## config.mk

```make
export PLATFORM = sky130hd
export DESIGN_NAME = frame_brightness_classifier_unit
export DESIGN_NICKNAME = d
export VERILOG_FILES = /design/src/rtl/core/fbc_pkg.sv /design/src/rtl/core/fbc_csr.sv /design/src/rtl/core/fbc_accum.sv /design/src/rtl/core/fbc_vote.sv /design/src/rtl/core/frame_brightness_classifier_unit.sv
export SDC_FILE = /design/constraint.sdc
export NUM_CORES = 1
export LEC_CHECK = 0
export ABC_CLOCK_PERIOD_IN_PS = 8250
export BUFFER_PORTS_ARGS = -buffer_cell sky130_fd_sc_hd__clkbuf_2
export CAP_MARGIN = 5
export CORE_ASPECT_RATIO = 0.8
export CORE_MARGIN = 2
export CORE_UTILIZATION = 60
export CTS_CLUSTER_SIZE = 8
export DETAILED_ROUTE_END_ITERATION = 16
export PLACE_DENSITY = 0.87
export RECOVER_POWER = 25
export SLEW_MARGIN = 20
export SYNTH_ARGS = -nofsm -noshare
export SYNTH_HDL_FRONTEND = slang
export SYNTH_SLANG_ARGS = --single-unit
```

## constraint.sdc

```tcl
create_clock -name clock -period 8.25 [get_ports clock]
set_input_delay 0.825 -clock clock [delete_from_list [all_inputs] [get_ports clock]]
set_output_delay 0.825 -clock clock [all_outputs]
set_load 0.01 [all_outputs]
```

## src/rtl/core/fbc_pkg.sv

```systemverilog
`default_nettype none

package fbc_pkg;

   localparam int PIX_W       = 8;
   localparam int COUNT_W     = 20;
   localparam int SUM_W       = 28;
   localparam int VOTE_W      = 8;
   localparam int CSR_DATA_W  = 20;
   localparam int CSR_INDEX_W = 3;

   localparam int MAX_FRAME_PIXELS = 524288;
   localparam int COUNT_LIMIT      = (1 << COUNT_W) - 1;
   localparam int FRAME_CAP_INT    =
      (MAX_FRAME_PIXELS > COUNT_LIMIT) ? COUNT_LIMIT : MAX_FRAME_PIXELS;
   localparam logic [COUNT_W-1:0] FRAME_CAP = COUNT_W'(FRAME_CAP_INT);

   localparam logic [PIX_W-1:0]   PIXEL_THRESHOLD_RST = PIX_W'(110);
   localparam logic [PIX_W-1:0]   MEAN_THRESHOLD_RST  = PIX_W'(110);
   localparam logic [COUNT_W-1:0] BRIGHT_NEEDED_RST   = COUNT_W'(153600);
   localparam logic [VOTE_W-1:0]  LOW_LIMIT_RST       = VOTE_W'(0);
   localparam logic [VOTE_W-1:0]  HIGH_LIMIT_RST      = VOTE_W'(50);
   localparam logic [VOTE_W-1:0]  RELOAD_VALUE_RST    = VOTE_W'(20);
   localparam logic [VOTE_W-1:0]  VOTE_RST            = VOTE_W'(2);

   typedef enum logic [CSR_INDEX_W-1:0] {
      CSR_PIXEL_THRESHOLD = 3'd0,
      CSR_MEAN_THRESHOLD  = 3'd1,
      CSR_BRIGHT_NEEDED   = 3'd2,
      CSR_LOW_LIMIT       = 3'd3,
      CSR_HIGH_LIMIT      = 3'd4,
      CSR_RELOAD_VALUE    = 3'd5
   } csr_index_type;

   typedef enum logic [1:0] {
      SCENE_UNKNOWN = 2'd0,
      SCENE_DARK    = 2'd1,
      SCENE_LIGHT   = 2'd2
   } scene_type;

   typedef struct packed {
      logic [PIX_W-1:0]   pixel_threshold;
      logic [PIX_W-1:0]   mean_threshold;
      logic [COUNT_W-1:0] bright_needed;
      logic [VOTE_W-1:0]  low_limit;
      logic [VOTE_W-1:0]  high_limit;
      logic [VOTE_W-1:0]  reload_value;
   } cfg_type;

   typedef struct packed {
      logic [COUNT_W-1:0] count;
      logic [SUM_W-1:0]   sum;
      logic [COUNT_W-1:0] bright;
   } frame_total_type;

endpackage

`default_nettype wire

```

## src/rtl/core/fbc_csr.sv

```systemverilog
`default_nettype none

module fbc_csr (
   input  wire logic                              clock,
   input  wire logic                              reset,
   input  wire logic                              csr_wr_en,
   input  wire logic [fbc_pkg::CSR_INDEX_W-1:0]   csr_index,
   input  wire logic [fbc_pkg::CSR_DATA_W-1:0]    csr_wr_data,
   output fbc_pkg::cfg_type                       cfg
);

   fbc_pkg::cfg_type cfg_ff;
   fbc_pkg::cfg_type cfg_in;

   always_comb begin
      cfg_in = cfg_ff;
      if (csr_wr_en) begin
         case (fbc_pkg::csr_index_type'(csr_index))
            fbc_pkg::CSR_PIXEL_THRESHOLD: begin
               cfg_in.pixel_threshold = csr_wr_data[fbc_pkg::PIX_W-1:0];
            end
            fbc_pkg::CSR_MEAN_THRESHOLD: begin
               cfg_in.mean_threshold = csr_wr_data[fbc_pkg::PIX_W-1:0];
            end
            fbc_pkg::CSR_BRIGHT_NEEDED: begin
               cfg_in.bright_needed = csr_wr_data[fbc_pkg::COUNT_W-1:0];
            end
            fbc_pkg::CSR_LOW_LIMIT: begin
               cfg_in.low_limit = csr_wr_data[fbc_pkg::VOTE_W-1:0];
            end
            fbc_pkg::CSR_HIGH_LIMIT: begin
               cfg_in.high_limit = csr_wr_data[fbc_pkg::VOTE_W-1:0];
            end
            fbc_pkg::CSR_RELOAD_VALUE: begin
               cfg_in.reload_value = csr_wr_data[fbc_pkg::VOTE_W-1:0];
            end
            default: begin
               // unmapped index: drop the write
               cfg_in = cfg_ff;
            end
         endcase
      end
   end

   always_ff @(posedge clock) begin
      if (reset) begin
         cfg_ff.pixel_threshold <= fbc_pkg::PIXEL_THRESHOLD_RST;
         cfg_ff.mean_threshold  <= fbc_pkg::MEAN_THRESHOLD_RST;
         cfg_ff.bright_needed   <= fbc_pkg::BRIGHT_NEEDED_RST;
         cfg_ff.low_limit       <= fbc_pkg::LOW_LIMIT_RST;
         cfg_ff.high_limit      <= fbc_pkg::HIGH_LIMIT_RST;
         cfg_ff.reload_value    <= fbc_pkg::RELOAD_VALUE_RST;
      end else begin
         cfg_ff <= cfg_in;
      end
   end

   assign cfg = cfg_ff;

endmodule

`default_nettype wire

```

## src/rtl/core/fbc_accum.sv

```systemverilog
`default_nettype none

module fbc_accum (
   input  wire logic                          clock,
   input  wire logic                          reset,
   input  wire logic                          req_valid,
   output wire logic                          req_ready,
   input  wire logic [fbc_pkg::PIX_W-1:0]     req_pixel,
   input  wire logic                          req_frame_end,
   input  wire logic [fbc_pkg::PIX_W-1:0]     pixel_threshold,
   input  wire logic                          total_ready,
   output wire logic                          total_valid,
   output fbc_pkg::frame_total_type           total
);

   logic                        in_valid_ff;
   logic                        in_valid_in;
   logic [fbc_pkg::PIX_W-1:0]   in_pixel_ff;
   logic                        in_last_ff;

   logic [fbc_pkg::COUNT_W-1:0] count_ff;
   logic [fbc_pkg::COUNT_W-1:0] count_in;
   logic [fbc_pkg::SUM_W-1:0]   sum_ff;
   logic [fbc_pkg::SUM_W-1:0]   sum_in;
   logic [fbc_pkg::COUNT_W-1:0] bright_ff;
   logic [fbc_pkg::COUNT_W-1:0] bright_in;

   logic                        tot_valid_ff;
   logic                        tot_valid_in;
   fbc_pkg::frame_total_type    tot_ff;
   fbc_pkg::frame_total_type    tot_in;

   fbc_pkg::frame_total_type    upd;
   logic                        below_cap;
   logic                        tot_free;
   logic                        in_go;
   logic                        in_take;

   assign tot_free  = !tot_valid_ff || total_ready;
   // a pixel that does not end a frame never waits on the stage below
   assign in_go     = in_valid_ff && (!in_last_ff || tot_free);
   assign req_ready = !in_valid_ff || in_go;
   assign in_take   = req_valid && req_ready;

   assign below_cap = count_ff < fbc_pkg::FRAME_CAP;

   always_comb begin
      upd.count  = count_ff;
      upd.sum    = sum_ff;
      upd.bright = bright_ff;
      if (below_cap) begin
         upd.count = count_ff + fbc_pkg::COUNT_W'(1);
         upd.sum   = sum_ff + fbc_pkg::SUM_W'(in_pixel_ff);
         if (in_pixel_ff > pixel_threshold) begin
            upd.bright = bright_ff + fbc_pkg::COUNT_W'(1);
         end
      end
   end

   always_comb begin
      in_valid_in = in_valid_ff;
      if (in_take) begin
         in_valid_in = 1'b1;
      end else if (in_go) begin
         in_valid_in = 1'b0;
      end

      count_in  = count_ff;
      sum_in    = sum_ff;
      bright_in = bright_ff;
      if (in_go) begin
         if (in_last_ff) begin
            count_in  = '0;
            sum_in    = '0;
            bright_in = '0;
         end else begin
            count_in  = upd.count;
            sum_in    = upd.sum;
            bright_in = upd.bright;
         end
      end

      tot_valid_in = tot_valid_ff;
      tot_in       = tot_ff;
      if (in_go && in_last_ff) begin
         tot_valid_in = 1'b1;
         tot_in       = upd;
      end else if (total_ready) begin
         tot_valid_in = 1'b0;
      end
   end

   always_ff @(posedge clock) begin
      if (reset) begin
         in_valid_ff  <= 1'b0;
         count_ff     <= '0;
         sum_ff       <= '0;
         bright_ff    <= '0;
         tot_valid_ff <= 1'b0;
      end else begin
         in_valid_ff  <= in_valid_in;
         count_ff     <= count_in;
         sum_ff       <= sum_in;
         bright_ff    <= bright_in;
         tot_valid_ff <= tot_valid_in;
      end
   end

   always_ff @(posedge clock) begin
      if (in_take) begin
         in_pixel_ff <= req_pixel;
         in_last_ff  <= req_frame_end;
      end
      tot_ff <= tot_in;
   end

   assign total_valid = tot_valid_ff;
   assign total       = tot_ff;

endmodule

`default_nettype wire

```

## src/rtl/core/fbc_vote.sv

```systemverilog
`default_nettype none

module fbc_vote (
   input  wire logic                          clock,
   input  wire logic                          reset,
   input  wire fbc_pkg::cfg_type              cfg,
   input  wire logic                          total_valid,
   output wire logic                          total_ready,
   input  wire fbc_pkg::frame_total_type      total,
   output wire logic                          rsp_valid,
   input  wire logic                          rsp_ready,
   output wire logic [1:0]                    rsp_scene,
   output wire logic                          rsp_frame_dark,
   output wire logic [fbc_pkg::VOTE_W-1:0]    rsp_vote_level
);

   logic                         cmp_valid_ff;
   logic                         cmp_valid_in;
   logic [fbc_pkg::SUM_W-1:0]    cmp_prod_ff;
   logic [fbc_pkg::SUM_W-1:0]    cmp_sum_ff;
   logic                         cmp_few_ff;

   logic [fbc_pkg::VOTE_W-1:0]   vote_ff;
   logic [fbc_pkg::VOTE_W-1:0]   vote_in;
   fbc_pkg::scene_type           scene_ff;
   fbc_pkg::scene_type           scene_in;

   logic                         out_valid_ff;
   logic                         out_valid_in;
   logic                         out_dark_ff;

   logic                         out_free;
   logic                         cmp_free;
   logic                         cmp_take;
   logic                         cmp_go;
   logic                         dark;

   assign out_free    = !out_valid_ff || rsp_ready;
   assign cmp_free    = !cmp_valid_ff || out_free;
   assign total_ready = cmp_free;
   assign cmp_take    = total_valid && cmp_free;
   assign cmp_go      = cmp_valid_ff && out_free;

   // exact mean test: sum <= threshold * count
   assign dark = (cmp_sum_ff <= cmp_prod_ff) || cmp_few_ff;

   always_comb begin
      cmp_valid_in = cmp_valid_ff;
      if (cmp_take) begin
         cmp_valid_in = 1'b1;
      end else if (out_free) begin
         cmp_valid_in = 1'b0;
      end

      out_valid_in = out_valid_ff;
      if (cmp_go) begin
         out_valid_in = 1'b1;
      end else if (rsp_ready) begin
         out_valid_in = 1'b0;
      end

      vote_in  = vote_ff;
      scene_in = scene_ff;
      if (cmp_go) begin
         if (dark) begin
            if (vote_ff <= cfg.low_limit) begin
               scene_in = fbc_pkg::SCENE_DARK;
               vote_in  = cfg.reload_value;
            end else begin
               vote_in = vote_ff - fbc_pkg::VOTE_W'(1);
            end
         end else begin
            if (vote_ff >= cfg.high_limit) begin
               scene_in = fbc_pkg::SCENE_LIGHT;
               vote_in  = cfg.reload_value;
            end else begin
               vote_in = vote_ff + fbc_pkg::VOTE_W'(1);
            end
         end
      end
   end

   always_ff @(posedge clock) begin
      if (reset) begin
         cmp_valid_ff <= 1'b0;
         out_valid_ff <= 1'b0;
         vote_ff      <= fbc_pkg::VOTE_RST;
         scene_ff     <= fbc_pkg::SCENE_UNKNOWN;
      end else begin
         cmp_valid_ff <= cmp_valid_in;
         out_valid_ff <= out_valid_in;
         vote_ff      <= vote_in;
         scene_ff     <= scene_in;
      end
   end

   always_ff @(posedge clock) begin
      if (cmp_take) begin
         cmp_prod_ff <= fbc_pkg::SUM_W'(cfg.mean_threshold) * fbc_pkg::SUM_W'(total.count);
         cmp_sum_ff  <= total.sum;
         cmp_few_ff  <= total.bright < cfg.bright_needed;
      end
      if (cmp_go) begin
         out_dark_ff <= dark;
      end
   end

   // scene and vote registers double as the result payload
   assign rsp_valid      = out_valid_ff;
   assign rsp_scene      = scene_ff;
   assign rsp_frame_dark = out_dark_ff;
   assign rsp_vote_level = vote_ff;

endmodule

`default_nettype wire

```

## src/rtl/core/frame_brightness_classifier_unit.sv

```systemverilog
`default_nettype none

// Frame brightness classifier. Grey pixels stream in one per cycle on req_, the
// last pixel of a frame flagged by req_frame_end. Each pixel updates the frame's
// pixel count, pixel sum and bright count (counts stop at the frame cap); on the
// last pixel the totals move down a pipeline that forms threshold*count, votes
// the frame dark or light, steps the shared vote counter and switches the scene
// at its limits. One result per frame appears on rsp_ after the last pixel passes
// the input, total, compare and output registers. The accumulator adders set the
// rate of one pixel per cycle; a stalled result holds back the input only once
// the pipeline behind it has filled. Write csr_ registers only while the block
// is idle: pixel_threshold is applied as pixels enter, the rest at frame end.
module frame_brightness_classifier_unit (
   input  wire logic                              clock,
   input  wire logic                              reset,
   input  wire logic                              req_valid,
   output wire logic                              req_ready,
   input  wire logic [fbc_pkg::PIX_W-1:0]         req_pixel,
   input  wire logic                              req_frame_end,
   output wire logic                              rsp_valid,
   input  wire logic                              rsp_ready,
   output wire logic [1:0]                        rsp_scene,
   output wire logic                              rsp_frame_dark,
   output wire logic [fbc_pkg::VOTE_W-1:0]        rsp_vote_level,
   input  wire logic                              csr_wr_en,
   input  wire logic [fbc_pkg::CSR_INDEX_W-1:0]   csr_index,
   input  wire logic [fbc_pkg::CSR_DATA_W-1:0]    csr_wr_data
);

   fbc_pkg::cfg_type          cfg;
   fbc_pkg::frame_total_type  tot;
   logic                      tot_valid;
   logic                      tot_ready;

   fbc_csr u_csr (
      .clock       (clock),
      .reset       (reset),
      .csr_wr_en   (csr_wr_en),
      .csr_index   (csr_index),
      .csr_wr_data (csr_wr_data),
      .cfg         (cfg)
   );

   fbc_accum u_accum (
      .clock           (clock),
      .reset           (reset),
      .req_valid       (req_valid),
      .req_ready       (req_ready),
      .req_pixel       (req_pixel),
      .req_frame_end   (req_frame_end),
      .pixel_threshold (cfg.pixel_threshold),
      .total_ready     (tot_ready),
      .total_valid     (tot_valid),
      .total           (tot)
   );

   fbc_vote u_vote (
      .clock          (clock),
      .reset          (reset),
      .cfg            (cfg),
      .total_valid    (tot_valid),
      .total_ready    (tot_ready),
      .total          (tot),
      .rsp_valid      (rsp_valid),
      .rsp_ready      (rsp_ready),
      .rsp_scene      (rsp_scene),
      .rsp_frame_dark (rsp_frame_dark),
      .rsp_vote_level (rsp_vote_level)
   );

   // every finished frame holds at least one counted pixel
   a_total_nonempty: assert property (@(posedge clock) disable iff (reset)
      tot_valid |-> (tot.count != '0))
      else $error("frame total with zero pixels");

   a_bright_le_count: assert property (@(posedge clock) disable iff (reset)
      tot_valid |-> (tot.bright <= tot.count))
      else $error("bright count exceeds pixel count");

   a_sum_bound: assert property (@(posedge clock) disable iff (reset)
      tot_valid |-> (tot.sum < (fbc_pkg::SUM_W'(tot.count) << fbc_pkg::PIX_W)))
      else $error("pixel sum exceeds count times full scale");

   a_cap_held: assert property (@(posedge clock) disable iff (reset)
      tot_valid |-> (tot.count <= fbc_pkg::FRAME_CAP))
      else $error("pixel count passed the frame cap");

endmodule

`default_nettype wire
```

== Word-level counts from Yosys, hierarchy flattened ==
Index checks and enable logic that the tools add are counted.
Widths: inputs -> output; s select.

* Reduce and logical (&&, ||, !) cells: 29
* Equal/unequal tests: 6
* Magnitude comparators: 6
* Multipliers: 1
* Mux-type cells: 19
* Add/sub/neg operators: 5

{| class="wikitable"
|+ Operator list
! operator !! number
|-
| $mux 68 || 1
|-
| $mux 20 || 3
|-
| $add 20x1->20 const B || 2
|-
| $add 28x8->28 || 1
|-
| $le 28x28->1 || 1
|-
| $mul 8x20->28 || 1
|-
| $mux 28 || 1
|-
| $mux 8 || 3
|-
| $lt 20x20->1 || 1
|-
| $lt 20x20->1 const B || 1
|-
| $reduce_and 2->1 || 6
|-
| $reduce_bool 2->1 || 5
|-
| $add 8x1->8 const B || 1
|-
| $ge 8x8->1 || 1
|-
| $gt 8x8->1 || 1
|-
| $le 8x8->1 || 1
|-
| $mux 1 || 8
|-
| $sub 8x1->8 const B || 1
|-
| $eq 3x2->1 const B || 2
|-
| $eq 3x3->1 const B || 2
|-
| $logic_or 1x1->1 || 6
|-
| $mux 2 || 3
|-
| $logic_and 1x1->1 || 5
|-
| $logic_not 1->1 || 5
|-
| other kinds (4) || 4
|}

* Bits in registers: 277
* Input bits: 37
* Output and inout port bits: 13
* Word-level logic and storage cells: 90

== Longest topological paths before layout ==
* Depth in word-level cells: 9
* Gate-level depth with buffers: 19
* Gate-level depth less buffers: 18

== By module ==
A second synthesis with hierarchy kept.

* Cells, all modules: 1,859
* Area total of the unflattened synthesis: 18,557.8 µm²

{| class="wikitable"
|+ By module, submodules not included
! module !! instances !! sequential area each (µm²) !! area an instance (µm²) !! cells each
|-
| fbc_vote || 1 || 1,981.9 || 9,130.0 || 974
|-
| fbc_accum || 1 || 3,713.6 || 7,021.7 || 657
|-
| fbc_csr || 1 || 1,201.2 || 2,406.1 || 228
|}

== Worst setup path after synthesis ==
No wires, ideal clock.

* Path type: register to register
* Start point: reg u_csr.cfg_ff (netlist bit u_csr.cfg[51])
* End point: reg u_vote.cmp_prod_ff[27] (netlist bit), data pin
* Slack: 3,101 ps
* Arrival: 4,875 ps
* Stages on the path, launching flop included: 19
* Period minus slack after synthesis: 5,149 ps
* Library setup time: 274 ps
* Buffers on the path: 1
* Path through: dfxtp_1 > clkbuf_1 > nand2_1 > fa_1 > fa_1 > inv_1 > fa_1 > inv_1 > fa_1 > inv_1 > ha_1 > a21o_1 > a21oi_4 > a211oi_1 > or3_1 > a41o_1 > or4_1 > nand2_1 > a211oi_2

* Longest elaborated chain between the ends: 1

{| class="wikitable"
|+ Ends and longest elaborated chain
! what !! line !! text
|-
| from (decl) || fbc_csr.sv:12 || <nowiki>fbc_pkg::cfg_type cfg_ff;</nowiki>
|-
| from (signal assigned) || fbc_csr.sv:54 || <nowiki>cfg_ff <= cfg_in;</nowiki>
|-
| $mul 8x20->28 || fbc_vote.sv:99 || <nowiki>cmp_prod_ff <= fbc_pkg::SUM_W'(cfg.mean_threshold) * fbc_pkg::SUM_W'(total.count);</nowiki>
|-
| to (signal assigned) || fbc_vote.sv:99 ||
|-
| to (decl) || fbc_vote.sv:19 || <nowiki>logic [fbc_pkg::SUM_W-1:0] cmp_prod_ff;</nowiki>
|}

No other way between the ends.
A chain may end at the register's enable or synchronous reset.

== Final worst setup path ==
* Start point: reg u_csr.cfg_ff (netlist bit u_csr.cfg[48])
* End point: reg u_vote.cmp_prod_ff[27] (netlist bit), data pin

Same word-level chain as after synthesis.

==> impl_metrics.csv <==
group,metric,value,unit
outcome,status,"finished, violations left",
outcome,violations,"max-capacitance violations, max-slew violations",
synth,synth.avg_cell_area,9.53,µm²
worst_setup_path,worstPathMaxFanout,21,
place,dp.cells,2292,
clock_network,clk_pin_slew,0.05,ns
clock_network,cts.sinks,277,
worst_setup_path,arrival,6.05,ns
worst_setup_path,crit_path_end,"u_vote.cmp_prod_ff[27]$_DFFE_PP_",
worst_setup_path,startpoint_type,"flip-flop",
synth,ys_warn_count,0,
synth,synth_cell_types,68,
route,wl_met1,18500,µm
power_and_ir_drop,swShare,25.5,%
clock_network,clk_latency,0.54,ns
power_and_ir_drop,power_frac_comb,12.2,%
sta,final.min_clock_period,5.81,ns
synth,synthMuxAreaShare,0.366,%
power_and_ir_drop,power.total,3.42,mW
route,first_pass_iters,6,
clock_network,numCtsBuffers,40,
sta,fin_setup_tns,0,ns
clock_network,cts_max_level,2,
sta,fin_ws,2.44,ns
power_and_ir_drop,p_int,2.55,mW
layout,fin_nets,2205,
route,drtIter0Drc,1304,
synth,yosysSeqAreaShare,38.0,%
route,dr_wl_met2,20600,µm
worst_setup_path,crit_type,"reg -> reg",
synth,syn_nets,2181,
flow_run,drv_cap,3,
sta,hold_viol,0,
worst_setup_path,cp.required,8.49,ns
route,vias_per_cell,5.99,
clock_network,hold_buffers,0,
die,fp.dieH,160,µm
worst_setup_path,r2r-start,"u_csr.cfg[48]$_SDFFE_PP0P_",
die,core_area,29500,µm²
die,fp.dieW,198,µm
sta,rsz0062_at_grt,"false",
route,num_vias,14100,
sta,final_max_slew_viol_count,187,
layout,drive_gt1_share,5.93,%
sta,timing.fmax,172,MHz
power_and_ir_drop,p_sw,0.873,mW
synth,synthSimpleGateAreaFrac,17.9,%
layout,fin_area,19800,µm²
worst_setup_path,r2r-end,"u_vote.cmp_prod_ff[27]$_DFFE_PP_",
power_and_ir_drop,power_frac_seq,44.2,%
route,wl_met3,3990,µm
power_and_ir_drop,p_leak,8.51,nW
worst_setup_path,startpoint,"u_csr.cfg[48]$_SDFFE_PP0P_",
global_route,grt_pass1_wl,72700,µm
clock_network,clock_path_buffers,3,
die,rows,56,
power_and_ir_drop,peakVddDrop,0.000158,V
route,highest_layer,"met4",
sta,period_share,70.4,%
place,gp_congestion,0.859,
layout,final_common_cell,"nand2_1",
synth,synth_compound_area_share,12.5,%
global_route,antenna_found_initial,0,
synth,ys_ff_latch,277,
synth,synthXorXnorAreaFrac,3.96,%
place,io_buffers,49,
die,dieArea,31600,µm²
worst_setup_path,cp-end-kind,"flip-flop",
synth,synth_ff_type,"dfxtp_1",
sta,skew,0.0387,ns
die,io_pins,50,
layout,area_growth,9.40,%
global_route,overflow,0,
place,pre_cts_slack,2.48,ns
route,wl,44300,µm
worst_setup_path,rrSetupSlack,2.44,ns
global_route,grt_max_degree,70,
die,start_util,61.5,%
sta,max_slew_margin,-130,%
route,wl_per_cell,18.7,µm
clock_network,cts.repair.resized,0,
global_route,first_global_vias,14200,
clock_network,post_cts_buffers,0,
synth,netlist_instances,1904,
clock_network,cts_tree,"yes",
route,ant_nets,0,
layout,mostFrequentLayoutCells,"230 x nand2_1, 216 x inv_1, 142 x dfxtp_1, 135 x edfxtp_1, 131 x ha_1",
sta,worstMarginPinSlew,3.44,ns
layout,fin_cells,2363,
synth,synth_edf_count,135,
place,place_area,18700,µm²
power_and_ir_drop,p_clk_share,43.6,%
hold_path,hp-class,"reg -> reg",
sta,finalSetupViolCount,0,
route,drc_errors,0,
global_route,grtUsageTotal,28.6,%
clock_network,cts_root_buffer,"clkbuf_16",
synth,async_flop_share,0,%
worst_setup_path,rr_worst_depth,17,
place,hpwl,30300,µm
synth,synth_fa_ha_area_share,21.1,%
layout,antenna_cells,0,
synth,synth_top_family_by_area,"adder cells",
hold_path,hold_depth,0,
power_and_ir_drop,p_per_area,173,nW/µm²
synth,netlist_area,18100,µm²
-- cell families (layout without fill, tap and decap cells) --
| kind of cell | Yosys count | after routing |
|---|---|---|
| compound gates | 350 | 350 |
| buf+inv | 296 | 349 |
| mux | 6 | 6 |
| flops | 277 | 277 |
| simple gates | 653 | 653 |
| fa+ha+maj | 240 | 240 |
| xor+xnor | 82 | 82 |
-- worst min-delay path by stage --
stage,to,start
after floorplan,u_vote.cmp_sum_ff[0]$_DFFE_PP_,u_accum.total[20]$_DFFE_PP_
after global placement,u_vote.cmp_sum_ff[10]$_DFFE_PP_,u_accum.total[30]$_DFFE_PP_
after detailed placement,u_vote.cmp_sum_ff[4]$_DFFE_PP_,u_accum.total[24]$_DFFE_PP_
after CTS,u_vote.cmp_sum_ff[19]$_DFFE_PP_,u_accum.total[39]$_DFFE_PP_
after global routing,u_vote.cmp_sum_ff[19]$_DFFE_PP_,u_accum.total[39]$_DFFE_PP_
final,u_vote.cmp_sum_ff[19]$_DFFE_PP_,u_accum.total[39]$_DFFE_PP_
-- power groups by stage --
stage	registers, mW	logic, mW	clock network, mW
2_1_floorplan	1.52	0.299	0
3_3_place_gp	1.54	0.382	0
3_5_place_dp	1.54	0.400	0
4_1_cts	1.51	0.411	1.51
5_1_grt	1.51	0.464	1.57
6_report	1.51	0.416	1.49
-- cell type report --
class	count	area, µm²
timing repair buffer	60	310
multi-input combinational	1331	10200
sequential	277	6900
fill	2073	9660
clock inverter	2	35.0
clock buffer	69	1110
inverter	218	818
tap	406	508
-- stage by stage --
stage	hold WS [ns]	util, %
finish	0.415	67.3
global route	0.432	67.3
CTS	0.417	67.3
detailed placement	0.405	63.4
global placement	0.402	63.4
floorplan	0.400	-
-- state kept, by name (all words and copies together), names as in the netlist, 2 cells and up --
signal	flops
u_accum.bright_ff	20
u_accum.count_ff	20
u_accum.in_pixel_ff	8
u_accum.sum_ff	28
u_accum.total	68
u_csr.cfg	60
u_vote.cmp_prod_ff	28
u_vote.cmp_sum_ff	28
u_vote.rsp_scene	2
u_vote.rsp_vote_level	8
-- metal layers --
layer  vias up  global-route usage, %
li1       6539                      -
met1      6830                   39.6
met2       669                   45.4
met3       108                   5.55
met4         0                   9.06
met5         -                      0
-- synthesized netlist by cell type, drive strengths merged (50+ instances only) --
| cell | n | area share (%) |
|---|---|---|
| nand2 | 230 | 4.8 |
| inv | 216 | 4.5 |
| dfxtp | 142 | 16 |
| edfxtp | 135 | 22 |
| ha | 131 | 9.0 |
| and2 | 125 | 4.3 |
| a21oi | 118 | 3.3 |
| fa | 109 | 12 |
| nor2 | 95 | 2.0 |
| clkbuf | 74 | 1.5 |
| o21ai | 65 | 1.8 |
| xnor2 | 54 | 2.6 |
| nand3 | 50 | 1.4 |
-- worst max-delay path, cell delays in order, from the launching register on --
cell and delay, ns:
dfxtp_1 0.89, nand2_1 0.17, fa_1 0.54, fa_1 0.49, inv_1 0.05, fa_1 0.53
inv_1 0.06, fa_1 0.54, inv_1 0.05, ha_1 0.34, a21o_1 0.24, a21oi_4 0.18
a211oi_1 0.11, or3_1 0.45, a41o_1 0.27, or4_1 0.42, nand2_1 0.13, a211oi_2 0.07
Note: power is estimated with default switching activity, not from simulation.
